<file path="src/rtl/gccc_pkg.sv">
// shared types and constants for the gain constraint clamp cost block
package gccc_pkg;

  localparam int FracBits = 16;
  localparam logic [30:0] TimeStepReset = 31'd655;

  typedef enum logic [1:0] {
    CLAMP_INSIDE = 2'd0,
    CLAMP_BELOW  = 2'd1,
    CLAMP_ABOVE  = 2'd2
  } clamp_t;

  // input item
  typedef struct packed {
    logic signed [31:0] velocity;
    logic signed [31:0] gain;
    logic signed [31:0] bias;
    logic [30:0]        limit;
    logic               start_sum;
  } in_item_t;

  // result item
  typedef struct packed {
    logic signed [31:0] impulse;
    logic signed [31:0] hessian_diag;
    logic [1:0]         clamp_state;
    logic signed [63:0] running_cost;
  } out_item_t;

  // classified work handed from front to back
  typedef struct packed {
    logic signed [31:0] velocity;   // v
    logic signed [31:0] gain;       // k
    logic signed [48:0] y;          // floored y
    logic signed [31:0] c;          // clamped y
    logic signed [47:0] g;          // unsaturated impulse
    logic signed [31:0] impulse;
    logic signed [31:0] hessian_diag;
    logic [1:0]         clamp_state;
    logic               start_sum;
  } work_t;

  typedef enum logic [1:0] {
    BK_IDLE = 2'd0,
    BK_MUL  = 2'd1,
    BK_DIV  = 2'd2,
    BK_DONE = 2'd3
  } back_state_t;

endpackage

</file>
<file path="src/rtl/gccc_back.sv">
// back end: cost term by multiply and (positive gain only) bit-serial divide, saturating accumulate
module gccc_back (
  input  logic                clk,
  input  logic                rst,
  input  logic                wk_valid,
  output logic                wk_ready,
  input  gccc_pkg::work_t     wk_data,
  output logic                out_valid,
  input  logic                out_ready,
  output gccc_pkg::out_item_t out_data
);
  import gccc_pkg::*;

  back_state_t state, state_next;
  work_t       cur;
  logic [63:0] pa, pb;         // magnitudes
  logic        neg;            // sign of term
  logic        pos_gain;
  logic [127:0] num;           // product, shifted out through the divider
  logic [63:0] dsor;
  logic [63:0] rem;
  logic [127:0] quo;
  logic [6:0]  bitcnt;
  logic        bitdone;
  logic [1:0]  mcnt;           // partial product index
  logic        mul_last;
  logic [31:0] ma, mb;
  logic [63:0] pp;
  logic [127:0] pp_sh;
  logic signed [63:0] acc;
  logic        res_valid;
  logic        out_load;
  logic signed [63:0] term;

  function automatic logic [63:0] mag(input logic signed [63:0] x);
    return x[63] ? 64'(-x) : 64'(x);
  endfunction

  // divide step: shift in one numerator bit, restore compare
  logic [64:0] rem_sh;
  logic        ge;
  assign rem_sh = {rem, num[127]};
  assign ge     = rem_sh >= {1'b0, dsor};
  assign bitdone = bitcnt == 7'd127;
  assign mul_last = mcnt == 2'd3;
  assign out_load = state == BK_DONE && (!res_valid || out_ready);

  // one 32x32 partial product per multiply cycle
  always_comb begin
    ma = mcnt[1] ? pa[63:32] : pa[31:0];
    mb = mcnt[0] ? pb[63:32] : pb[31:0];
    pp = ma * mb;
    case (mcnt)
      2'd0:    pp_sh = 128'(pp);
      2'd3:    pp_sh = 128'(pp) << 64;
      default: pp_sh = 128'(pp) << 32;
    endcase
  end

  // next state
  always_comb begin
    state_next = state;
    case (state)
      BK_IDLE: if (wk_valid) state_next = BK_MUL;
      BK_MUL:  if (mul_last) state_next = pos_gain ? BK_DIV : BK_DONE;
      BK_DIV:  if (bitdone) state_next = BK_DONE;
      BK_DONE: if (!res_valid || out_ready) state_next = BK_IDLE;
      default: state_next = BK_IDLE;
    endcase
  end

  // outputs of the sequencer
  always_comb begin
    wk_ready = state == BK_IDLE;
  end

  // saturating 64-bit conversion of a 128-bit magnitude
  logic [127:0] mres;
  assign mres = pos_gain ? quo : (num >> FracBits);
  always_comb begin
    if (mres[127:63] != '0) term = neg ? 64'sh8000000000000000 : 64'sh7FFFFFFFFFFFFFFF;
    else term = neg ? -$signed(mres[63:0]) : $signed(mres[63:0]);
  end

  logic signed [63:0] acc_base;
  logic signed [64:0] acc_sum;
  logic signed [63:0] acc_new;
  assign acc_base = cur.start_sum ? 64'sd0 : acc;
  assign acc_sum  = 65'(acc_base) + 65'(term);
  assign acc_new  = (acc_sum[64] != acc_sum[63]) ?
                    (acc_sum[64] ? 64'sh8000000000000000 : 64'sh7FFFFFFFFFFFFFFF) :
                    acc_sum[63:0];

  logic signed [63:0] d_val, y64, c64;
  assign y64   = 64'(cur.y);
  assign c64   = 64'(cur.c);
  assign d_val = 2 * y64 - c64;

  always_ff @(posedge clk) begin
    if (rst) begin
      state     <= BK_IDLE;
      acc       <= 64'sd0;
      res_valid <= 1'b0;
    end else begin
      state <= state_next;
      if (out_load) begin
        res_valid <= 1'b1;
        acc       <= acc_new;
      end else if (out_ready) begin
        res_valid <= 1'b0;
      end
    end
    case (state)
      BK_IDLE: begin
        if (wk_valid) begin
          cur      <= wk_data;
          pos_gain <= !wk_data.gain[31] && wk_data.gain != 32'sd0;
          num      <= '0;
          mcnt     <= '0;
        end
      end
      BK_MUL: begin
        num    <= num + pp_sh;
        mcnt   <= mcnt + 2'd1;
        rem    <= '0;
        quo    <= '0;
        bitcnt <= '0;
        dsor   <= {31'd0, cur.gain, 1'b0};
      end
      BK_DIV: begin
        rem    <= ge ? 64'(rem_sh - {1'b0, dsor}) : rem_sh[63:0];
        quo    <= {quo[126:0], ge};
        num    <= {num[126:0], 1'b0};
        bitcnt <= bitcnt + 7'd1;
      end
      BK_DONE: begin
        if (out_load) begin
          out_data.impulse      <= cur.impulse;
          out_data.hessian_diag <= cur.hessian_diag;
          out_data.clamp_state  <= cur.clamp_state;
          out_data.running_cost <= acc_new;
        end
      end
      default: ;
    endcase
  end

  // operand magnitudes and term sign
  logic signed [63:0] gsx, vsx, dsel;
  always_comb begin
    gsx  = 64'(cur.g);
    vsx  = 64'(cur.velocity);
    dsel = pos_gain ? d_val : vsx;
    pa   = mag(gsx);
    pb   = mag(dsel);
    neg  = pos_gain ? (gsx[63] != dsel[63]) : (gsx[63] == dsel[63]);
  end

  assign out_valid = res_valid;

  a_ready: assert property (@(posedge clk) disable iff (rst)
    wk_ready |-> state == BK_IDLE)
    else $error("back accepted while busy");
  a_div: assert property (@(posedge clk) disable iff (rst)
    state == BK_DIV |-> pos_gain)
    else $error("divide without positive gain");
  a_out: assert property (@(posedge clk) disable iff (rst)
    out_valid && !out_ready |=> out_valid && $stable(out_data))
    else $error("result changed while stalled");
endmodule

</file>
<file path="config.mk">
export PLATFORM = sky130hd
export DESIGN_NAME = gccc_back
export DESIGN_NICKNAME = d
export VERILOG_FILES = /design/src/rtl/gccc_pkg.sv /design/src/rtl/gccc_back.sv
export SDC_FILE = /design/constraint.sdc
export NUM_CORES = 2
export LEC_CHECK = 0
export BUFFER_PORTS_ARGS = -buffer_cell sky130_fd_sc_hd__buf_4
export CORE_ASPECT_RATIO = 1.1
export CORE_MARGIN = 5
export CORE_UTILIZATION = 40
export CTS_CLUSTER_DIAMETER = 40
export DETAILED_ROUTE_END_ITERATION = 12
export MAX_ROUTING_LAYER = met4
export PLACE_DENSITY_LB_ADDON = 0.25
export SLEW_MARGIN = 20
export SYNTH_ARGS = -nofsm -noshare
export SYNTH_HDL_FRONTEND = slang
export SYNTH_SLANG_ARGS = --single-unit
export TNS_END_PERCENT = 10
</file>
<file path="constraint.sdc">
create_clock -name clk -period 24.3 [get_ports clk]
set_input_delay 2.43 -clock clk [delete_from_list [all_inputs] [get_ports clk]]
set_output_delay 2.43 -clock clk [all_outputs]
set_load 0.01 [all_outputs]
</file>
[After elaboration in Yosys (flattened, before gate mapping)]
Cells that the tools add are included.
Word-level totals
  output and inout bits: 132
  register bits: 819
Cells by class
  $add $sub $neg: 9
  multiply operators: 1
  reductions and logical operators: 18
  magnitude comparators: 1
  eq/ne operators: 12
  multiplexer cells: 30
Operators by type and width (number)
  $mux 64: 10
  $pmux 128 s2: 2
  $pmux 128 s3: 1
  $mux 128: 2
  $add 128x128->128: 1
  $neg 64->64: 2
  $pmux 64 s2: 1
  $add 64x64->65: 1
  $ge 65x33->1: 1
  $reduce_bool 65->1: 1
  $mul 32x32->64: 1
  $mux 32: 2
  $neg 48->64: 1
  $sub 64x33->64: 1
  $sub 50x32->51: 1
  $reduce_bool 32->1: 1
  $pmux 7 s2: 1
  $mux 2: 5
  $pmux 2 s4: 1
  $reduce_and 2->1: 4
  $add 7x1->7 const B: 1
  $eq 7x7->1 const B: 1
  $eq 2x2->1 const B: 3
  $ne 2x2->1 const B: 3
  other kinds (14): 23

[Logic depth before layout (Yosys ltp)]
  word-level depth: 9
  mapped depth: 61
  mapped depth without buffers: 56

[Least setup slack after synthesis]
OpenSTA, ideal clock, no wires.
  kind: register to register
  start: register cur, in the netlist c64[31]
  end: register num[88] (data pin)
  setup slack: 9.809 ns
  arrival time: 14.224 ns
  clock period less this slack: 14.491 ns
  stages on the path, launching flop included: 53
  path through: edfxtp_1 -> inv_1 -> ha_1 -> clkbuf_1 -> a21o_1 -> o21bai_1 -> a221oi_1 -> o21ai_0 -> a221o_1 -> or3_1 -> a31oi_1 -> a21bo_2 -> nor4_2 -> a31oi_4 -> clkbuf_1 -> a221o_1 -> fa_1 -> inv_1 -> [17 not listed] -> o21a_1 -> o31ai_1 -> o21ai_0 -> a21o_1 -> a21oi_1 -> xnor2_1 -> a22o_1 -> ha_1 -> nand4_1 -> or4_1 -> or4_1 -> o32ai_1 -> nor2_1 -> o41ai_1 -> a41oi_1 -> o21ai_1 -> xnor2_1 -> o21ai_0
On the way
  cells in the longest elaborated chain, start to end: 9
RTL lines
  start: declaration: RTL line gccc_back.sv:15  | work_t cur;
  start signal: assignment: RTL line gccc_back.sv:116  | cur <= wk_data;
  $sub 50x32->51 *: RTL line gccc_back.sv:97  | assign d_val = 2 * y64 - c64;
  $mux 64 *: RTL line gccc_back.sv:153  | dsel = pos_gain ? d_val : vsx;
  $neg 64->64: RTL line gccc_back.sv:36  | return x[63] ? 64'(-x) : 64'(x);
  $mux 64 *: RTL line gccc_back.sv:36
  $mux 32 *: RTL line gccc_back.sv:51  | mb = mcnt[0] ? pb[63:32] : pb[31:0];
  $mul 32x32->64 *: RTL line gccc_back.sv:52  | pp = ma * mb;
  $pmux 128 s2 *: RTL line gccc_back.sv:53  | case (mcnt)
  $add 128x128->128 *: RTL line gccc_back.sv:123  | num <= num + pp_sh;
  $pmux 128 s3 *: RTL line gccc_back.sv:113  | case (state)
  end signal: assignment: RTL line gccc_back.sv:123
  end signal: assignment: RTL line gccc_back.sv:133  | num <= {num[126:0], 1'b0};
  end: declaration: RTL line gccc_back.sv:19  | logic [127:0] num;
Every way passes the cells marked *; elsewhere a longest branch is shown, timed or not.
A chain may end at the register's enable or synchronous reset.

[Worst setup path after layout]
  start: register cur[151] in the netlist's numbering
  end: register num[122] (data pin)
Same word-level chain as after synthesis.

==> metrics.txt <==
# TYPE chip_impl_metric gauge
chip_impl_metric{name="max-slew-margin-rel",unit="%"} 13.35
chip_impl_metric{name="rows",unit=""} 182
chip_impl_metric{name="ctsResizeCount",unit=""} 0
chip_impl_metric{name="insertion_delay",unit="ns"} 0.82
chip_impl_metric{name="multi_input_area",unit="mm²"} 0.05952
chip_impl_metric{name="synth-edff-count",unit=""} 752
chip_impl_metric{name="global_route.usage.met3",unit="%"} 6.594
chip_impl_metric{name="finalWirelength",unit="mm"} 351.7
chip_impl_metric{name="first_iter_violations",unit=""} 7689
chip_impl_metric{name="ff_latch_area",unit="mm²"} 0.02392
chip_impl_metric{name="timing.setup.tns",unit="ns"} 0
chip_impl_metric{name="gr-usage-all-layers",unit="%"} 30.34
chip_impl_metric{name="count_of_vias_placed_by_the_detailed_router",unit=""} 78200
chip_impl_metric{name="port_buffers",unit=""} 395
chip_impl_metric{name="grt_pass1_vias",unit=""} 77980
chip_impl_info{name="clock-root-buffer",value="clkbuf_16"} 1
chip_impl_metric{name="gr-usage-met2",unit="%"} 45.18
chip_impl_metric{name="synth_seq_area_share",unit="%"} 26.73
chip_impl_info{name="run_status",value="finished with violations"} 1
chip_impl_metric{name="cts_setup_buffers",unit=""} 0
chip_impl_metric{name="htree_num_levels",unit=""} 4
chip_impl_metric{name="initial_antenna_violation_count",unit=""} 17
chip_impl_metric{name="place_congestion",unit=""} 1.037
chip_impl_metric{name="numPlacedInstances",unit=""} 12810
chip_impl_metric{name="maxCapViolations",unit=""} 0
chip_impl_metric{name="arrival",unit="ns"} 18.98
chip_impl_metric{name="dieArea",unit="mm²"} 0.2333
chip_impl_metric{name="clk_pin_slew",unit="ns"} 0.06
chip_impl_metric{name="achievable-frequency",unit="MHz"} 54.64
chip_impl_metric{name="fin_crit",unit="ns"} 18.30
chip_impl_metric{name="final_nets",unit=""} 11730
chip_impl_info{name="cpMaxStageDelayCell",value="xor2_1"} 1
chip_impl_metric{name="ctsHoldBuffers",unit=""} 0
chip_impl_info{name="critical_path_class",value="reg2reg"} 1
chip_impl_metric{name="grt_first_pass_wirelength",unit="mm"} 517.8
chip_impl_metric{name="stdcell_count",unit=""} 13100
chip_impl_info{name="cts_tree",value="built"} 1
chip_impl_info{name="most_common_cell_after_layout_fill_and_taps_aside",value="inv_1"} 1
chip_impl_metric{name="worst_max_slew_pin_slew",unit="ns"} 1.291
chip_impl_metric{name="final.fill_count",unit=""} 21390
chip_impl_metric{name="syn-instance-count",unit=""} 9854
chip_impl_metric{name="floorplan.initialDensity",unit="%"} 40.10
chip_impl_metric{name="placement.setup.worst_slack",unit="ns"} 6.401
chip_impl_metric{name="detail_route.first_pass.iterations",unit=""} 10
chip_impl_metric{name="cpPeakStageDelay",unit="ns"} 0.91
chip_impl_metric{name="global_route_met1_usage",unit="%"} 39.40
chip_impl_metric{name="timing_hold_violations_final",unit=""} 0
chip_impl_info{name="path_common_cell",value="fa_1"} 1
chip_impl_metric{name="synthesized_net_count",unit=""} 11570
chip_impl_info{name="globalRoute.busiestLayer",value="met2"} 1
chip_impl_metric{name="num_io_pins",unit=""} 396
chip_impl_metric{name="cts_buffers",unit=""} 153
chip_impl_metric{name="synth.distinct_cells",unit=""} 115
chip_impl_metric{name="die_width",unit="µm"} 461.0
chip_impl_metric{name="final_slew_viol_count",unit=""} 0
chip_impl_info{name="cp-end-kind",value="register"} 1
chip_impl_metric{name="post_route_cells_drive_above_1_share",unit="%"} 10.31
chip_impl_info{name="timing.critical_path.from_type",value="register"} 1
chip_impl_metric{name="finalWorstSetupSlack",unit="ns"} 5.998
chip_impl_metric{name="report.final.setup_viol",unit=""} 0
chip_impl_info{name="timing.hold.worst.class",value="reg2reg"} 1
chip_impl_metric{name="total_gr_overflow",unit=""} 0
chip_impl_metric{name="flow.area_growth_from_synthesis",unit="%"} 13.01
chip_impl_metric{name="drc",unit=""} 2
chip_impl_info{name="setup_repair_after_global_routing_missed_its_margin",value="false"} 1
chip_impl_metric{name="ant_nets",unit=""} 0
chip_impl_metric{name="synth-async-reset-ratio",unit="%"} 0
chip_impl_metric{name="pin_count_of_the_biggest_net_entering_global_routing",unit=""} 134
chip_impl_metric{name="cts.sinks",unit=""} 819
chip_impl_metric{name="synthesis.yosys.warnings",unit=""} 0
chip_impl_metric{name="die_y",unit="µm"} 506.1
chip_impl_info{name="synth_flop_cell",value="edfxtp_1"} 1
chip_impl_metric{name="design.core.area",unit="mm²"} 0.2232
chip_impl_info{name="most_frequent_cells_in_the_layout",value="inv_1, nand2_1, fa_1, nor2_1, edfxtp_1"} 1
chip_impl_metric{name="syn_area",unit="mm²"} 0.08949
chip_impl_metric{name="critical_path.max_fanout",unit=""} 9
chip_impl_metric{name="cp.required",unit="ns"} 24.98
chip_impl_metric{name="route.detailed.wl_per_inst",unit="µm"} 26.85
chip_impl_metric{name="dp_hpwl",unit="mm"} 269.7
chip_impl_info{name="timing.critical_path.max_delay_family",value="compound AO/OA/AOI/OAI gates"} 1
chip_impl_info{name="failed_checks",value="DRC"} 1
chip_impl_metric{name="final.setup_skew",unit="ns"} 0.1234
chip_impl_metric{name="cts.path.max_buffers",unit=""} 3
chip_impl_metric{name="ys_seq_elements",unit=""} 819
chip_impl_metric{name="buf_inv_stages_crit_path",unit=""} 5
chip_impl_metric{name="finalCritPeriodShare",unit="%"} 75.31
chip_impl_metric{name="post_synth.cell_area_avg",unit="µm²"} 9.082
chip_impl_metric{name="via_per_inst",unit=""} 5.970
-- worst reg2reg max path, delay by kind of cell (launching register included) --
kind | cells | cell delay [ns]
AOI/OAI and AO/OA | 21 | 6.91
adders and majority gates | 11 | 5.41
and+or+nand+nor | 12 | 3.77
xor gates and xnor gates | 2 | 1.03
DFF | 1 | 0.39
muxes | 1 | 0.37
buffers and inverters | 5 | 0.30
-- through the flow --
stage                     area [µm²]  hold WS, ns  util, %
after floorplan                89490       0.4003        -
after global placement         95600       0.4004    42.84
after detailed placement       95610       0.4045    42.84
after CTS                     101100       0.4072    45.29
after global routing          101100       0.4184    45.31
final                         101100       0.4090    45.32
-- cells by family after synthesis --
family | share of synthesized area [%]
flip-flops | 26.73
adder cells (fa/ha/maj) | 27.89
multiplexers | 1.218
AND/OR/NAND/NOR | 17.44
AO/OA/AOI/OAI | 15.90
buffers and inverters | 7.153
XOR/XNOR | 3.670
-- metal layers --
| metal | vias up | part of all wire (%) |
|---|---|---|
| met5 | - | 0 |
| met4 | 0 | 5.9 |
| met3 | 908 | 9.3 |
| met2 | 3844 | 44 |
| met1 | 39000 | 41 |
| li1 | 34450 | - |
-- Yosys cell counts (22+ instances only) --
cell / number / area share, %
inv_1: 1104 / 4.6
nand2_1: 999 / 4.2
fa_1: 900 / 20
nor2_1: 826 / 3.5
edfxtp_1: 752 / 25
a21oi_1: 577 / 3.2
ha_1: 551 / 7.7
o21ai_0: 486 / 2.7
clkbuf_1: 467 / 2.0
nor3_1: 252 / 1.4
a21o_1: 238 / 2.0
and2_1: 227 / 1.6
xnor2_1: 225 / 2.2
nand3_1: 192 / 1.1
nand4_1: 160 / 1.1
xor2_1: 150 / 1.5
nor2b_1: 111 / 0.78
nand2b_1: 100 / 0.70
mux2i_1: 92 / 1.0
a31oi_1: 86 / 0.60
nor4_1: 81 / 0.57
a211oi_1: 78 / 0.65
or3_1: 76 / 0.53
dfxtp_1: 67 / 1.5
o21bai_1: 67 / 0.56
o21a_1: 65 / 0.55
a22o_1: 60 / 0.59
o31ai_1: 58 / 0.49
buf_2: 55 / 0.31
or4_1: 51 / 0.43
or2_2: 49 / 0.34
o211ai_1: 43 / 0.36
a211o_1: 42 / 0.41
and3_1: 40 / 0.28
buf_1: 29 / 0.12
and4_1: 25 / 0.24
o22ai_1: 25 / 0.17
a221o_1: 23 / 0.26
a22oi_1: 22 / 0.18
-- worst paths after layout --
| kind | start | to | slack [ns] | cells after the start |
|---|---|---|---|---|
| max | cur[151]$_DFFE_PP_ | num[122]$_DFFE_PP_ | 6.00 | 52 |
| min | cur[2]$_DFFE_PP_ | out_data[65]$_DFFE_PP_ | 0.41 | 0 |
| max reg2reg | cur[151]$_DFFE_PP_ | num[122]$_DFFE_PP_ | 6.00 | 52 |
| min reg2reg | cur[2]$_DFFE_PP_ | out_data[65]$_DFFE_PP_ | 0.41 | 0 |
-- sequential cells by signal, indices dropped and copies added (netlist names) --
name       count
acc           64
c64           32
state          2
pos_gain       1
bitcnt         7
dsor          32
out_data     130
out_valid      1
mcnt           2
cur          228
rem           64
quo          128
num          128
-- area by class of cell --
cell class / count / share of cell area (%)
multi-input combinational: 7366 / 58.86
clock inverter: 116 / 1.513
inverter: 1106 / 4.110
tap: 2944 / 3.642
antenna: 9 / 0.02227
timing repair buffer: 573 / 4.302
clock buffer: 166 / 3.897
sequential: 819 / 23.66
Power is not shown: default switching activity piles up to over one toggle a cycle in this logic, so the estimate is an artifact.
