==> src/rtl/gccc_pkg.sv <==
// shared types and constants for the gain constraint clamp cost block
package gccc_pkg;

  localparam int FracBits = 16;
  localparam logic [30:0] TimeStepReset = 31'd655;

  typedef enum logic [1:0] {
    CLAMP_INSIDE = 2'd0,
    CLAMP_BELOW  = 2'd1,
    CLAMP_ABOVE  = 2'd2
  } clamp_t;

  // input item
  typedef struct packed {
    logic signed [31:0] velocity;
    logic signed [31:0] gain;
    logic signed [31:0] bias;
    logic [30:0]        limit;
    logic               start_sum;
  } in_item_t;

  // result item
  typedef struct packed {
    logic signed [31:0] impulse;
    logic signed [31:0] hessian_diag;
    logic [1:0]         clamp_state;
    logic signed [63:0] running_cost;
  } out_item_t;

  // classified work handed from front to back
  typedef struct packed {
    logic signed [31:0] velocity;   // v
    logic signed [31:0] gain;       // k
    logic signed [48:0] y;          // floored y
    logic signed [31:0] c;          // clamped y
    logic signed [47:0] g;          // unsaturated impulse
    logic signed [31:0] impulse;
    logic signed [31:0] hessian_diag;
    logic [1:0]         clamp_state;
    logic               start_sum;
  } work_t;

  typedef enum logic [1:0] {
    BK_IDLE = 2'd0,
    BK_MUL  = 2'd1,
    BK_DIV  = 2'd2,
    BK_DONE = 2'd3
  } back_state_t;

endpackage

==> src/rtl/gccc_queue.sv <==
// two-entry queue between front and back
module gccc_queue (
  input  logic            clk,
  input  logic            rst,
  input  logic            wr_valid,
  output logic            wr_ready,
  input  gccc_pkg::work_t wr_data,
  output logic            rd_valid,
  input  logic            rd_ready,
  output gccc_pkg::work_t rd_data
);
  import gccc_pkg::*;

  work_t      mem [2];
  logic       wp, rp;
  logic [1:0] count;
  logic       do_wr, do_rd;

  assign wr_ready = count != 2'd2;
  assign rd_valid = count != 2'd0;
  assign rd_data  = mem[rp];
  assign do_wr    = wr_valid && wr_ready;
  assign do_rd    = rd_valid && rd_ready;

  // pointers and fill count
  always_ff @(posedge clk) begin
    if (rst) begin
      wp    <= 1'b0;
      rp    <= 1'b0;
      count <= 2'd0;
    end else begin
      if (do_wr) wp <= ~wp;
      if (do_rd) rp <= ~rp;
      count <= count + 2'(do_wr) - 2'(do_rd);
    end
    if (do_wr) mem[wp] <= wr_data;
  end

  a_cnt: assert property (@(posedge clk) disable iff (rst) count != 2'd3)
    else $error("queue count overflow");
  a_full: assert property (@(posedge clk) disable iff (rst)
    count == 2'd2 && !do_rd |=> count == 2'd2)
    else $error("queue full count changed");
  a_empty: assert property (@(posedge clk) disable iff (rst)
    count == 2'd0 && !do_wr |=> !rd_valid)
    else $error("queue produced from empty");
endmodule

==> config.mk <==
export PLATFORM = sky130hd
export DESIGN_NAME = gccc_queue
export DESIGN_NICKNAME = d
export VERILOG_FILES = /design/src/rtl/gccc_pkg.sv /design/src/rtl/gccc_queue.sv
export SDC_FILE = /design/constraint.sdc
export NUM_CORES = 1
export LEC_CHECK = 0
export ABC_AREA = 1
export BUFFER_PORTS_ARGS = -buffer_cell sky130_fd_sc_hd__buf_2
export CORE_MARGIN = 2
export CORE_UTILIZATION = 50
export CTS_CLUSTER_DIAMETER = 100
export CTS_CLUSTER_SIZE = 14
export DETAILED_ROUTE_END_ITERATION = 10
export HOLD_SLACK_MARGIN = 0.12
export PLACE_DENSITY = 0.76
export REMOVE_ABC_BUFFERS = 1
export SLEW_MARGIN = 0
export SYNTH_ARGS = -nofsm -noshare
export SYNTH_HDL_FRONTEND = slang
export SYNTH_SLANG_ARGS = --single-unit
==> constraint.sdc <==
create_clock -name clk -period 19.7 [get_ports clk]
set_input_delay 1.97 -clock clk [delete_from_list [all_inputs] [get_ports clk]]
set_output_delay 1.97 -clock clk [all_outputs]
set_load 0.05 [all_outputs]
# After elaboration in Yosys (flattened, before gate mapping)
# Memory sizes are Yosys's and may differ from the RTL's. A register that Yosys moved wholly into a read port is not among the register bits.
# Cells that the tools add are included.
[word_totals]
ff_bits = 4
ramBits = 520
inputBits = 264
out_inout_bits = 262
elab_cells = 16
memories = 1
[op_classes]
n_addsub = 2
eq_ne = 1
mux = 4
bitwise = 2
reduce_logical = 3
[mem_list]
columns = ["name", "words", "word_bits", "rd", "rd_clocked_by_memory_dff", "write_ports", "line_no", "source"]
rows = [
  ["mem", 2, 260, 1, 1, 1, "gccc_queue.sv:14", "work_t mem [2];"],
]
[op_table]
columns = ["operator", "count"]
rows = [
  ["$mux 1", 4],
  ["$add 2x1->2", 1],
  ["$logic_and 1x1->1", 2],
  ["$ne 2x2->1 const B", 1],
  ["$not 1->1", 2],
  ["$reduce_bool 2->1", 1],
  ["$sub 2x1->2", 1],
]

# Depth between registers and ports, before layout
# Gate-level depths: netlist of run 1.
[logic_depth]
word_depth = 4
depth_mapped = 11
depth_no_buf = 11

# Worst setup path before layout of run 1
# OpenSTA, ideal clock, no wires.
[synth_timing]
kind = "input port to flip-flop"
start = "input port wr_valid"
end = "memory mem[0][0] in the netlist's numbering, enable pin"
setup_ps = 887
arrival_time_ps = 12828
required_ps = 18813
path_slack_ps = 5985
path_stages = 2
n_path_buf = 0
path_cell_list = "nand2_1 > nor2_1"
[synth_between]
elab_chain_len = 3
[synth_rtl]
columns = ["element", "line_no", "source"]
rows = [
  ["from (decl)", "gccc_queue.sv:5", "input logic wr_valid,"],
  ["$logic_and 1x1->1", "gccc_queue.sv:22", "assign do_wr = wr_valid && wr_ready;"],
  ["$mux 1", "gccc_queue.sv:36", "if (do_wr) mem[wp] <= wr_data;"],
  ["$mux 1 (not written as such)", "gccc_queue.sv:36", ""],
  ["to (decl)", "gccc_queue.sv:14", ""],
]
# Every way passes these cells.

==> flow_summary.ini, run 1 <==
[pwr]
p_seq_share_pct = 42.3
netSwitchingPower_w = 0.00128
pwr-share-comb_pct = 36.0
netSwitchingFraction_pct = 36.8
worst_ir_drop_vdd_v = 0.000141
internal_power_w = 0.00220
powerDensity_nw_per_um2 = 144
static-leakage-power_nw = 9.34
p_clk_share_pct = 21.7

[setup_path]
arrival_ns = 3.77
timing.critical_path.fanout_max = 59
worst_r2r_startpoint = count[0]$_SDFF_PP0_
reg2reg_depth = 6
capturing_point_of_the_worst_reg2reg_path = mem[1][134]$_DFFE_PP_
slack_of_the_worst_reg_to_reg_path_ns = 16.02
cp-start-kind = flop
cp.required_ns = 17.73
worst-setup-path-type = flop to output port
crit_path_end_kind = output port

[floorplanning]
die_height_um = 203
dieArea_sq_um = 41300
core.rowCount = 72
core-area_sq_um = 38900
boundaryPins = 526
start_util_pct = 50.9
dieWidth_um = 203

[routing]
postRouteAntennaNets = 0
drc_violations_left = 0
viasPerCell = 5.11
wl_per_cell_um = 21.9
drt_pre_antenna_iters = 4
routed-via-count = 9881
postRouteWirelength_um = 42300
initialDrtViolationCount = 538

[cts]
cts.hold.buffers_added = 0
clkSlewWorstSetupHoldPaths_ns = 0.06
tritoncts = built
number_of_gates_given_a_new_drive_strength_after_cts = 0
cts.repair_timing.setup_buffer_count = 0
cts_max_path_buffers = 3
cts_made_buffers = 43
cts_root_buf = sky130_fd_sc_hd__clkbuf_16
clock_sinks = 525
insertion_delay_to_the_later_sink_of_the_worst_skew_pair_ns = 0.55
cts_htree_levels = 2

[global_route]
grt_max_degree = 123
first_global_vias = 10455
number_of_antenna_violations_at_the_first_check_in_global_routing = 17
global_route_wire_length_before_repair_um = 61400
gr-usage-all-layers_pct = 20.1
grt-ovfl-total = 0

[synthesis]
share_of_yosys_cell_area_claimed_by_the_top_area_cell_type_pct = 78.8
ys_seq_elements = 525
synth_edf_count = 520
synthFlopType = sky130_fd_sc_hd__edfxtp_1
yosys_cell_types = 12
syn-cell-area_sq_um = 19800
largest_cells_by_area_after_synthesis = sky130_fd_sc_hd__edfxtp_1, sky130_fd_sc_hd__mux2_4, sky130_fd_sc_hd__mux2_2
most_common_cell_in_the_synthesized_netlist = sky130_fd_sc_hd__edfxtp_1
post-synth-top-area-cell = sky130_fd_sc_hd__edfxtp_1
mean_area_per_synthesized_cell_sq_um = 23.4
synth-seq-area-share_pct = 79.3
commonest_cells_in_the_netlist = sky130_fd_sc_hd__edfxtp_1, sky130_fd_sc_hd__mux2_4, sky130_fd_sc_hd__mux2_2
ys_warn_count = 0
async_reset_ff_share_pct = 0
synthesis.instances = 846

[cells_and_area]
multi_input_comb_area_sq_um = 3800
utilization_of_the_core_after_routing_pct = 61.9
finalNonFillerCells = 1935
final_nets = 1663
layout_cell_share_with_drive_strength_beyond_1_pct = 60.1
layout.area.seq_sq_um = 15700
area.growth.synth_to_final_pct = 21.5
fillers = 2760

[timing]
max_clock_freq_mhz = 174
finalCritPeriodShare_pct = 29.2
drv_slew = 0
post-route-min-period_ns = 5.74
tightest_slew_ns = 1.08
setup_failing_eps_final = 0
totalNegativeSetupSlack_ns = 0
slew_headroom_pct = 27.9
postLayoutSetupSlackWorst_ns = 13.96
worst_clock_skew_ns = 0.0144
grt_setup_unrepaired = false
hold_viol = 0

[run]
max_cap_viol_count = 0

[place]
place_congestion = 0.810
pre_cts_ws_ns = 14.47
place.port_buffers = 525
post-dp-hpwl_um = 29800
dp_cells = 1870

[hold_path]
timing.hold.worst_path_depth = 2
holdCritStartpoint = rp$_SDFFE_PP0P_
hold_path.class = flop to flop

[outcome]
result_of_the_run = finished, final reports clean
power groups by stage:
stage,Clock [W],Combinational (W),Sequential [W]
floorplan,0,0.00108,0.00158
global placement,0,0.00125,0.00149
detailed placement,0,0.00125,0.00150
CTS,0.000776,0.00126,0.00147
global route,0.000815,0.00130,0.00148
finish,0.000754,0.00125,0.00147
flip-flops by register name, indices dropped and copies added (netlist names), named ones only:
register  cells
mem         520
count         2
wp            1
rp            1
layout by cell type (no fill, tap or decap):
cell and instances:
sky130_fd_sc_hd__buf_2 525, sky130_fd_sc_hd__edfxtp_1 520, sky130_fd_sc_hd__mux2_4 200, sky130_fd_sc_hd__mux2_2 60
sky130_fd_sc_hd__clkbuf_16 45, sky130_fd_sc_hd__diode_2 12, sky130_fd_sc_hd__buf_4 10, sky130_fd_sc_hd__nor2_1 8
sky130_fd_sc_hd__nand2_1 8, sky130_fd_sc_hd__inv_1 7, sky130_fd_sc_hd__clkbuf_1 7, sky130_fd_sc_hd__dfxtp_1 4
sky130_fd_sc_hd__nand3_1 3, sky130_fd_sc_hd__a21oi_1 2, sky130_fd_sc_hd__ha_1 2, sky130_fd_sc_hd__inv_8 1
sky130_fd_sc_hd__nor2_4 1, sky130_fd_sc_hd__dfxtp_4 1, sky130_fd_sc_hd__inv_6 1
layout make-up:
class | count | area share (%)
diodes | 12 | 0.125
clock buffers | 52 | 4.78
clock inverters | 1 | 0.0363
inverters | 8 | 0.156
multi-input cells | 284 | 15.8
flip-flops and latches | 525 | 65.2
well taps | 518 | 2.69
repair buffers | 535 | 11.2
per-stage QoR:
| step | hold WS, ns | instance area [sq um] | power [W] |
|---|---|---|---|
| after floorplan | 0.467 | 19500 | 0.00266 |
| after global placement | 0.491 | 22900 | 0.00274 |
| after detailed placement | 0.495 | 22900 | 0.00275 |
| after CTS | 0.511 | 24100 | 0.00351 |
| after global routing | 0.564 | 24100 | 0.00360 |
| final | 0.505 | 24100 | 0.00347 |
cells by family (layout without fill, tap and decap cells):
kind of cell             after synthesis  count (layout)  share of synthesized area, %
multiplexers                         260             260                          18.6
flip-flops                           525             525                          79.3
adder cells (fa/ha/maj)                2               2                         0.126
buffers and inverters                 37             596                          1.61
AND/OR/NAND/NOR                       20              20                         0.398
other                                  0              12                             0
AO/OA/AOI/OAI                          2               2                        0.0505
worst max path at each step:
| stage | start | endpoint |
|---|---|---|
| 2_1_floorplan | wr_valid | mem[0][0]$_DFFE_PP_ |
| 3_3_place_gp | wr_valid | mem[1][152]$_DFFE_PP_ |
| 3_5_place_dp | flop | rd_data[56] |
| 4_1_cts | flop | rd_data[56] |
| 5_1_grt | flop | rd_data[44] |
| 6_report | flop | rd_data[24] |
worst max-delay path, cell delays in order (launching register included):
cell and delay [ns]:
sky130_fd_sc_hd__dfxtp_4 0.85, sky130_fd_sc_hd__buf_4 0.75, sky130_fd_sc_hd__buf_4 0.89, sky130_fd_sc_hd__mux2_2 0.41
sky130_fd_sc_hd__buf_2 0.21
routing by layer:
| layer | wire length (um) | track usage (%) | up-vias | part of all wire (%) |
|---|---|---|---|---|
| li1 | - | - | 4436 | - |
| met1 | 15000 | 22.6 | 4886 | 36 |
| met2 | 21700 | 34.8 | 452 | 51 |
| met3 | 3870 | 6.55 | 97 | 9.2 |
| met4 | 1600 | 9.65 | 10 | 3.8 |
| met5 | 56 | 0 | - | 0.13 |
Note: power is estimated with default switching activity, not from simulation.
==> inputs of run 2 (changes only) <==
- CORE_UTILIZATION: 50 -> 47
- PLACE_DENSITY: 0.76 -> 0.75
- clock period: 19.7 -> 5 ns (I/O delays scaled with it)
==> flow_summary.ini, run 2 (same netlist as run 1, synthesis figures left out) <==
[cells_and_area]
finalNonFillerCells = 2216
layout_top_registers = mem x520, count x2
max_ffs_per_register = 520
utilization_of_the_core_after_routing_pct = 64.2
fillers = 2722
max_flop_register = mem
layout_cell_share_with_drive_strength_beyond_1_pct = 51.0
final_cell_mix = sky130_fd_sc_hd__buf_2, sky130_fd_sc_hd__edfxtp_1, sky130_fd_sc_hd__dlygate4sd3_1, sky130_fd_sc_hd__mux2_4, sky130_fd_sc_hd__mux2_2
final_nets = 1927
layout_commonest_cell = sky130_fd_sc_hd__buf_2
area.growth.synth_to_final_pct = 35.2

[timing]
drv_slew = 0
worst_clock_skew_ns = 0.0184
grt_setup_unrepaired = false
max_clock_freq_mhz = 312
slew_headroom_pct = 29.9
tightest_slew_ns = 1.05
worst_hold_slack_ns = 0.171
setup_failing_eps_final = 0
post-route-min-period_ns = 3.21
postLayoutSetupSlackWorst_ns = 1.79
hold_viol = 0
finalCritPeriodShare_pct = 64.2

[routing]
routed-via-count = 10955
wl_per_cell_um = 20.6
viasPerCell = 4.94
initialDrtViolationCount = 673
drc_violations_left = 0
postRouteAntennaNets = 0
drt_pre_antenna_iters = 4
postRouteWirelength_um = 45700

[pwr]
powerDensity_nw_per_um2 = 521
static-leakage-power_nw = 10.5
worst_ir_drop_vdd_v = 0.000419
power_w = 0.0140

[setup_path]
cp-start-kind = flop
capturing_point_of_the_worst_reg2reg_path = mem[0][178]$_DFFE_PP_
timing.critical_path.fanout_max = 52
reg2reg_depth = 5
worst_r2r_startpoint = count[0]$_SDFF_PP0_
crit_path_end_kind = output port
slack_of_the_worst_reg_to_reg_path_ns = 2.49
worst-setup-path-type = flop to output port
cp.required_ns = 4.50
arrival_ns = 2.71

[global_route]
global_route_wire_length_before_repair_um = 67300
first_global_vias = 11783
number_of_antenna_violations_at_the_first_check_in_global_routing = 7
grt-ovfl-total = 0
grt_max_degree = 117
gr-usage-all-layers_pct = 20.3

[cts]
cts_htree_levels = 2
insertion_delay_to_the_later_sink_of_the_worst_skew_pair_ns = 0.56
number_of_gates_given_a_new_drive_strength_after_cts = 0
cts_max_path_buffers = 3
cts.repair_timing.setup_buffer_count = 0
clock_sinks = 525
tritoncts = built
cts_root_buf = sky130_fd_sc_hd__clkbuf_16
clkSlewWorstSetupHoldPaths_ns = 0.07
cts_made_buffers = 43

[hold_path]
holdCritStartpoint = wr_data[47]
timing.hold.worst_path_depth = 1
hold_path.class = input port to flop
min_delay_worst_endpoint = mem[1][47]$_DFFE_PP_

[floorplanning]
die_height_um = 209
start_util_pct = 47.5
core.rowCount = 75
dieWidth_um = 209
core-area_sq_um = 41800
dieArea_sq_um = 43800
boundaryPins = 526

[run]
max_cap_viol_count = 0

[place]
post-dp-hpwl_um = 28800
place_congestion = 0.788
pre_cts_ws_ns = 2.36
dp_cells = 1898
place.port_buffers = 525

[outcome]
result_of_the_run = finished, final reports clean
==> run 2: changes by cell type in the layout (fill, tap and decap cells not counted), sizes merged <==
cell,before,now
diode,12,7
dlygate4sd3,0,257
clkbuf,52,53
buf,535,542
==> run 2: where the power goes <==
part	total, W	switching (W)	internal (W)
registers	0.00579	0.000220	0.00557
logic	0.00517	0.00354	0.00162
clock network	0.00301	0.00140	0.00161
total	0.0140	0.00516	0.00880
==> run 2: final cells by class <==
class,count,area [sq um],area share (%)
repair buffers,799,5390,20.1
clock buffers,53,1160,4.31
well taps,539,674,2.52
flip-flops and latches,525,15700,58.6
clock inverters,1,8.76,0.0327
multi-input cells,284,3800,14.2
inverters,8,37.5,0.140
diodes,7,17.5,0.0654
==> run 2: metrics by stage <==
stage	cell area, sq um	TNS, ns
floorplan	19500	-3782.02
global placement	23000	0
detailed placement	23000	0
CTS	26800	0
global route	26800	0
finish	26800	0
==> run 2: worst max path at each step <==
stage / startpoint / to / slack (ns) / cells past startpoint
floorplan: count[0]$_SDFF_PP0_ / mem[0][0]$_DFFE_PP_ / -7.59 / 4
global placement: flop / rd_data[48] / 2.39 / 3
detailed placement: flop / rd_data[32] / 2.36 / 3
CTS: flop / rd_data[32] / 1.73 / 3
global route: flop / rd_data[21] / 1.62 / 3
finish: flop / rd_data[21] / 1.79 / 3
==> run 2: critical path, cell delays in order, from the launching register on <==
cell,delay (ns)
sky130_fd_sc_hd__dfxtp_4,0.96
sky130_fd_sc_hd__buf_4,0.52
sky130_fd_sc_hd__mux2_2,0.41
sky130_fd_sc_hd__buf_2,0.22
==> run 2: repair_timing <==
item | in CTS | in global routing
hold endpoints to repair | 511 | 0
endpoints found under the setup margin | 0 | 0
hold buffers | 257 | 0
==> run 2: layer usage <==
| metal | GRT usage [%] | part of all wire [%] | vias up |
|---|---|---|---|
| met5 | 0 | 0 | - |
| met4 | 7.17 | 3.1 | 0 |
| met3 | 6.39 | 8.3 | 91 |
| met2 | 36.7 | 52 | 456 |
| met1 | 22.5 | 36 | 5438 |
| li1 | - | - | 4970 |
==> inputs of run 3 (changes only) <==
- ABC_AREA: 1 -> 0
- clock period: 5 -> 2.8 ns (I/O delays scaled with it)
==> flow_summary.ini, run 3 <==
[timing]
slew_headroom_pct = 50.7
hold_viol = 0
totalNegativeSetupSlack_ns = 0
tightest_slew_ns = 0.740
drv_slew = 0
postLayoutSetupSlackWorst_ns = 0.299
worst_clock_skew_ns = 0.0198
grt_setup_unrepaired = false
post-route-min-period_ns = 2.50
finalCritPeriodShare_pct = 89.3
max_clock_freq_mhz = 400
setup_failing_eps_final = 0

[cells_and_area]
max_ffs_per_register = 520
max_flop_register = mem
layout_commonest_cell = sky130_fd_sc_hd__buf_2
final_nets = 1912
layout_cell_share_with_drive_strength_beyond_1_pct = 50.9
layout_top_registers = mem x520, count x2
final_cell_mix = sky130_fd_sc_hd__buf_2, sky130_fd_sc_hd__edfxtp_1, sky130_fd_sc_hd__dlygate4sd3_1, sky130_fd_sc_hd__mux2_4, sky130_fd_sc_hd__mux2_2
area.growth.synth_to_final_pct = 35.5
utilization_of_the_core_after_routing_pct = 64.3

[synthesis]
syn-cell-area_sq_um = 19800
most_common_cell_in_the_synthesized_netlist = sky130_fd_sc_hd__edfxtp_1
yosys_cell_types = 17
mean_area_per_synthesized_cell_sq_um = 23.8
commonest_cells_in_the_netlist = sky130_fd_sc_hd__edfxtp_1, sky130_fd_sc_hd__mux2_4, sky130_fd_sc_hd__mux2_2
async_reset_ff_share_pct = 0
synthesis.instances = 833
largest_cells_by_area_after_synthesis = sky130_fd_sc_hd__edfxtp_1, sky130_fd_sc_hd__mux2_4, sky130_fd_sc_hd__mux2_2
synthFlopType = sky130_fd_sc_hd__edfxtp_1
post-synth-top-area-cell = sky130_fd_sc_hd__edfxtp_1
synth_edf_count = 520
ys_seq_elements = 525
synth-seq-area-share_pct = 79.3
share_of_yosys_cell_area_claimed_by_the_top_area_cell_type_pct = 78.8
ys_warn_count = 0

[routing]
postRouteWirelength_um = 45500
drc_violations_left = 0
initialDrtViolationCount = 698
viasPerCell = 4.91
routed-via-count = 10844
postRouteAntennaNets = 0
wl_per_cell_um = 20.6
drt_pre_antenna_iters = 4

[hold_path]
hold_path.class = input port to flop

[setup_path]
worst-setup-path-type = flop to output port
capturing_point_of_the_worst_reg2reg_path = mem[1][184]$_DFFE_PP_
worst_r2r_startpoint = count[0]$_SDFF_PP0_
timing.critical_path.fanout_max = 89
slack_of_the_worst_reg_to_reg_path_ns = 0.87
reg2reg_depth = 3
crit_path_end_kind = output port
cp.required_ns = 2.52
arrival_ns = 2.22
cp-start-kind = flop
worst_setup_path_endpoint = rd_data[27]

[pwr]
powerDensity_nw_per_um2 = 933
static-leakage-power_nw = 10.4
power_w = 0.0250
worst_ir_drop_vdd_v = 0.000697

[global_route]
grt-ovfl-total = 0
first_global_vias = 11821
number_of_antenna_violations_at_the_first_check_in_global_routing = 5
grt_max_degree = 97
gr-usage-all-layers_pct = 20.2
global_route_wire_length_before_repair_um = 66900

[cts]
cts_max_path_buffers = 3
insertion_delay_to_the_later_sink_of_the_worst_skew_pair_ns = 0.56
tritoncts = built
clock_sinks = 525
cts_htree_levels = 2
cts_made_buffers = 43
number_of_gates_given_a_new_drive_strength_after_cts = 0
cts_root_buf = sky130_fd_sc_hd__clkbuf_16
clkSlewWorstSetupHoldPaths_ns = 0.07

[place]
place_congestion = 0.766
post-dp-hpwl_um = 27500
place.port_buffers = 525
pre_cts_ws_ns = 0.880

[floorplanning]
boundaryPins = 526
core.rowCount = 75
dieArea_sq_um = 43800
start_util_pct = 47.4
core-area_sq_um = 41800
die_height_um = 209
dieWidth_um = 209

[run]
max_cap_viol_count = 0

[outcome]
result_of_the_run = finished, final reports clean
run 3: cell types whose count changed after synthesis, moves of 2 or more:
cell / delta
sky130_fd_sc_hd__nand2_1: -7
sky130_fd_sc_hd__inv_1: -7
sky130_fd_sc_hd__nand3_1: -3
sky130_fd_sc_hd__xnor2_1: +2
sky130_fd_sc_hd__nor2b_1: +2
sky130_fd_sc_hd__a21oi_1: -2
sky130_fd_sc_hd__nor2_1: -4
run 3: where the power goes:
part	switching, W	leakage, nW	internal, W
registers	0.000274	4.90	0.00987
clock network	0.00256	0.568	0.00283
logic	0.00650	4.96	0.00301
total	0.00934	10.4	0.0157
run 3: how the worst min path moves through the flow:
stage                 from                    to  slack [ns]  cells past startpoint
2_1_floorplan          rst   count[0]$_SDFF_PP0_        0.35                      1
3_3_place_gp   wr_data[46]  mem[0][46]$_DFFE_PP_        0.47                      1
3_5_place_dp   wr_data[39]  mem[1][39]$_DFFE_PP_        0.47                      1
4_1_cts           rd_ready       rp$_SDFFE_PP0P_        0.12                      4
5_1_grt           wr_valid       wp$_SDFFE_PP0N_        0.18                      3
6_report          rd_ready       rp$_SDFFE_PP0P_        0.16                      4
run 3: cell families after synthesis:
group           count (synthesis)  synth area share (%)
flops                         525                  79.3
mux                           261                  18.6
buf+inv                        30                  1.48
simple gates                   11                 0.272
xor+xnor                        3                 0.133
fa+ha+maj                       2                 0.126
compound gates                  1                0.0379
run 3: worst max-delay path, cell delays in order (launching register included):
cell	delay, ns
sky130_fd_sc_hd__dfxtp_4	0.40
sky130_fd_sc_hd__buf_12	0.39
sky130_fd_sc_hd__mux2_2	0.43
sky130_fd_sc_hd__buf_2	0.21
run 3: metal layers:
layer,track usage [%],wire [um],vias to the layer above
li1,-,-,4948
met1,22.6,16800,5353
met2,36.1,23500,441
met3,5.39,3400,102
met4,9.11,1760,0
met5,0,0,-
run 3: stage by stage:
| step | area [sq um] | instances | hold slack, ns |
|---|---|---|---|
| 3_5_place_dp | 23000 | 1879 | 0.471 |
| 5_1_grt | 26800 | 2209 | 0.176 |
| 2_1_floorplan | 19500 | 804 | 0.352 |
| 6_report | 26800 | 2210 | 0.164 |
| 3_3_place_gp | 23000 | 1879 | 0.467 |
| 4_1_cts | 26800 | 2204 | 0.121 |
run 3: final cells by class:
class / instances / area (sq um)
multi-input combinational: 278 / 3810
timing repair buffer: 797 / 5440
fill: 2706 / 14900
inverter: 1 / 3.75
tap: 539 / 674
clock inverter: 4 / 35.0
antenna: 6 / 15.0
sequential: 525 / 15700
clock buffer: 60 / 1140
run 3: what timing repair did:
| item | 4_1_cts | 5_1_grt |
|---|---|---|
| buffers inserted | 0 | 0 |
| endpoints found under the hold margin | 525 | 0 |
| hold buffers | 261 | 0 |
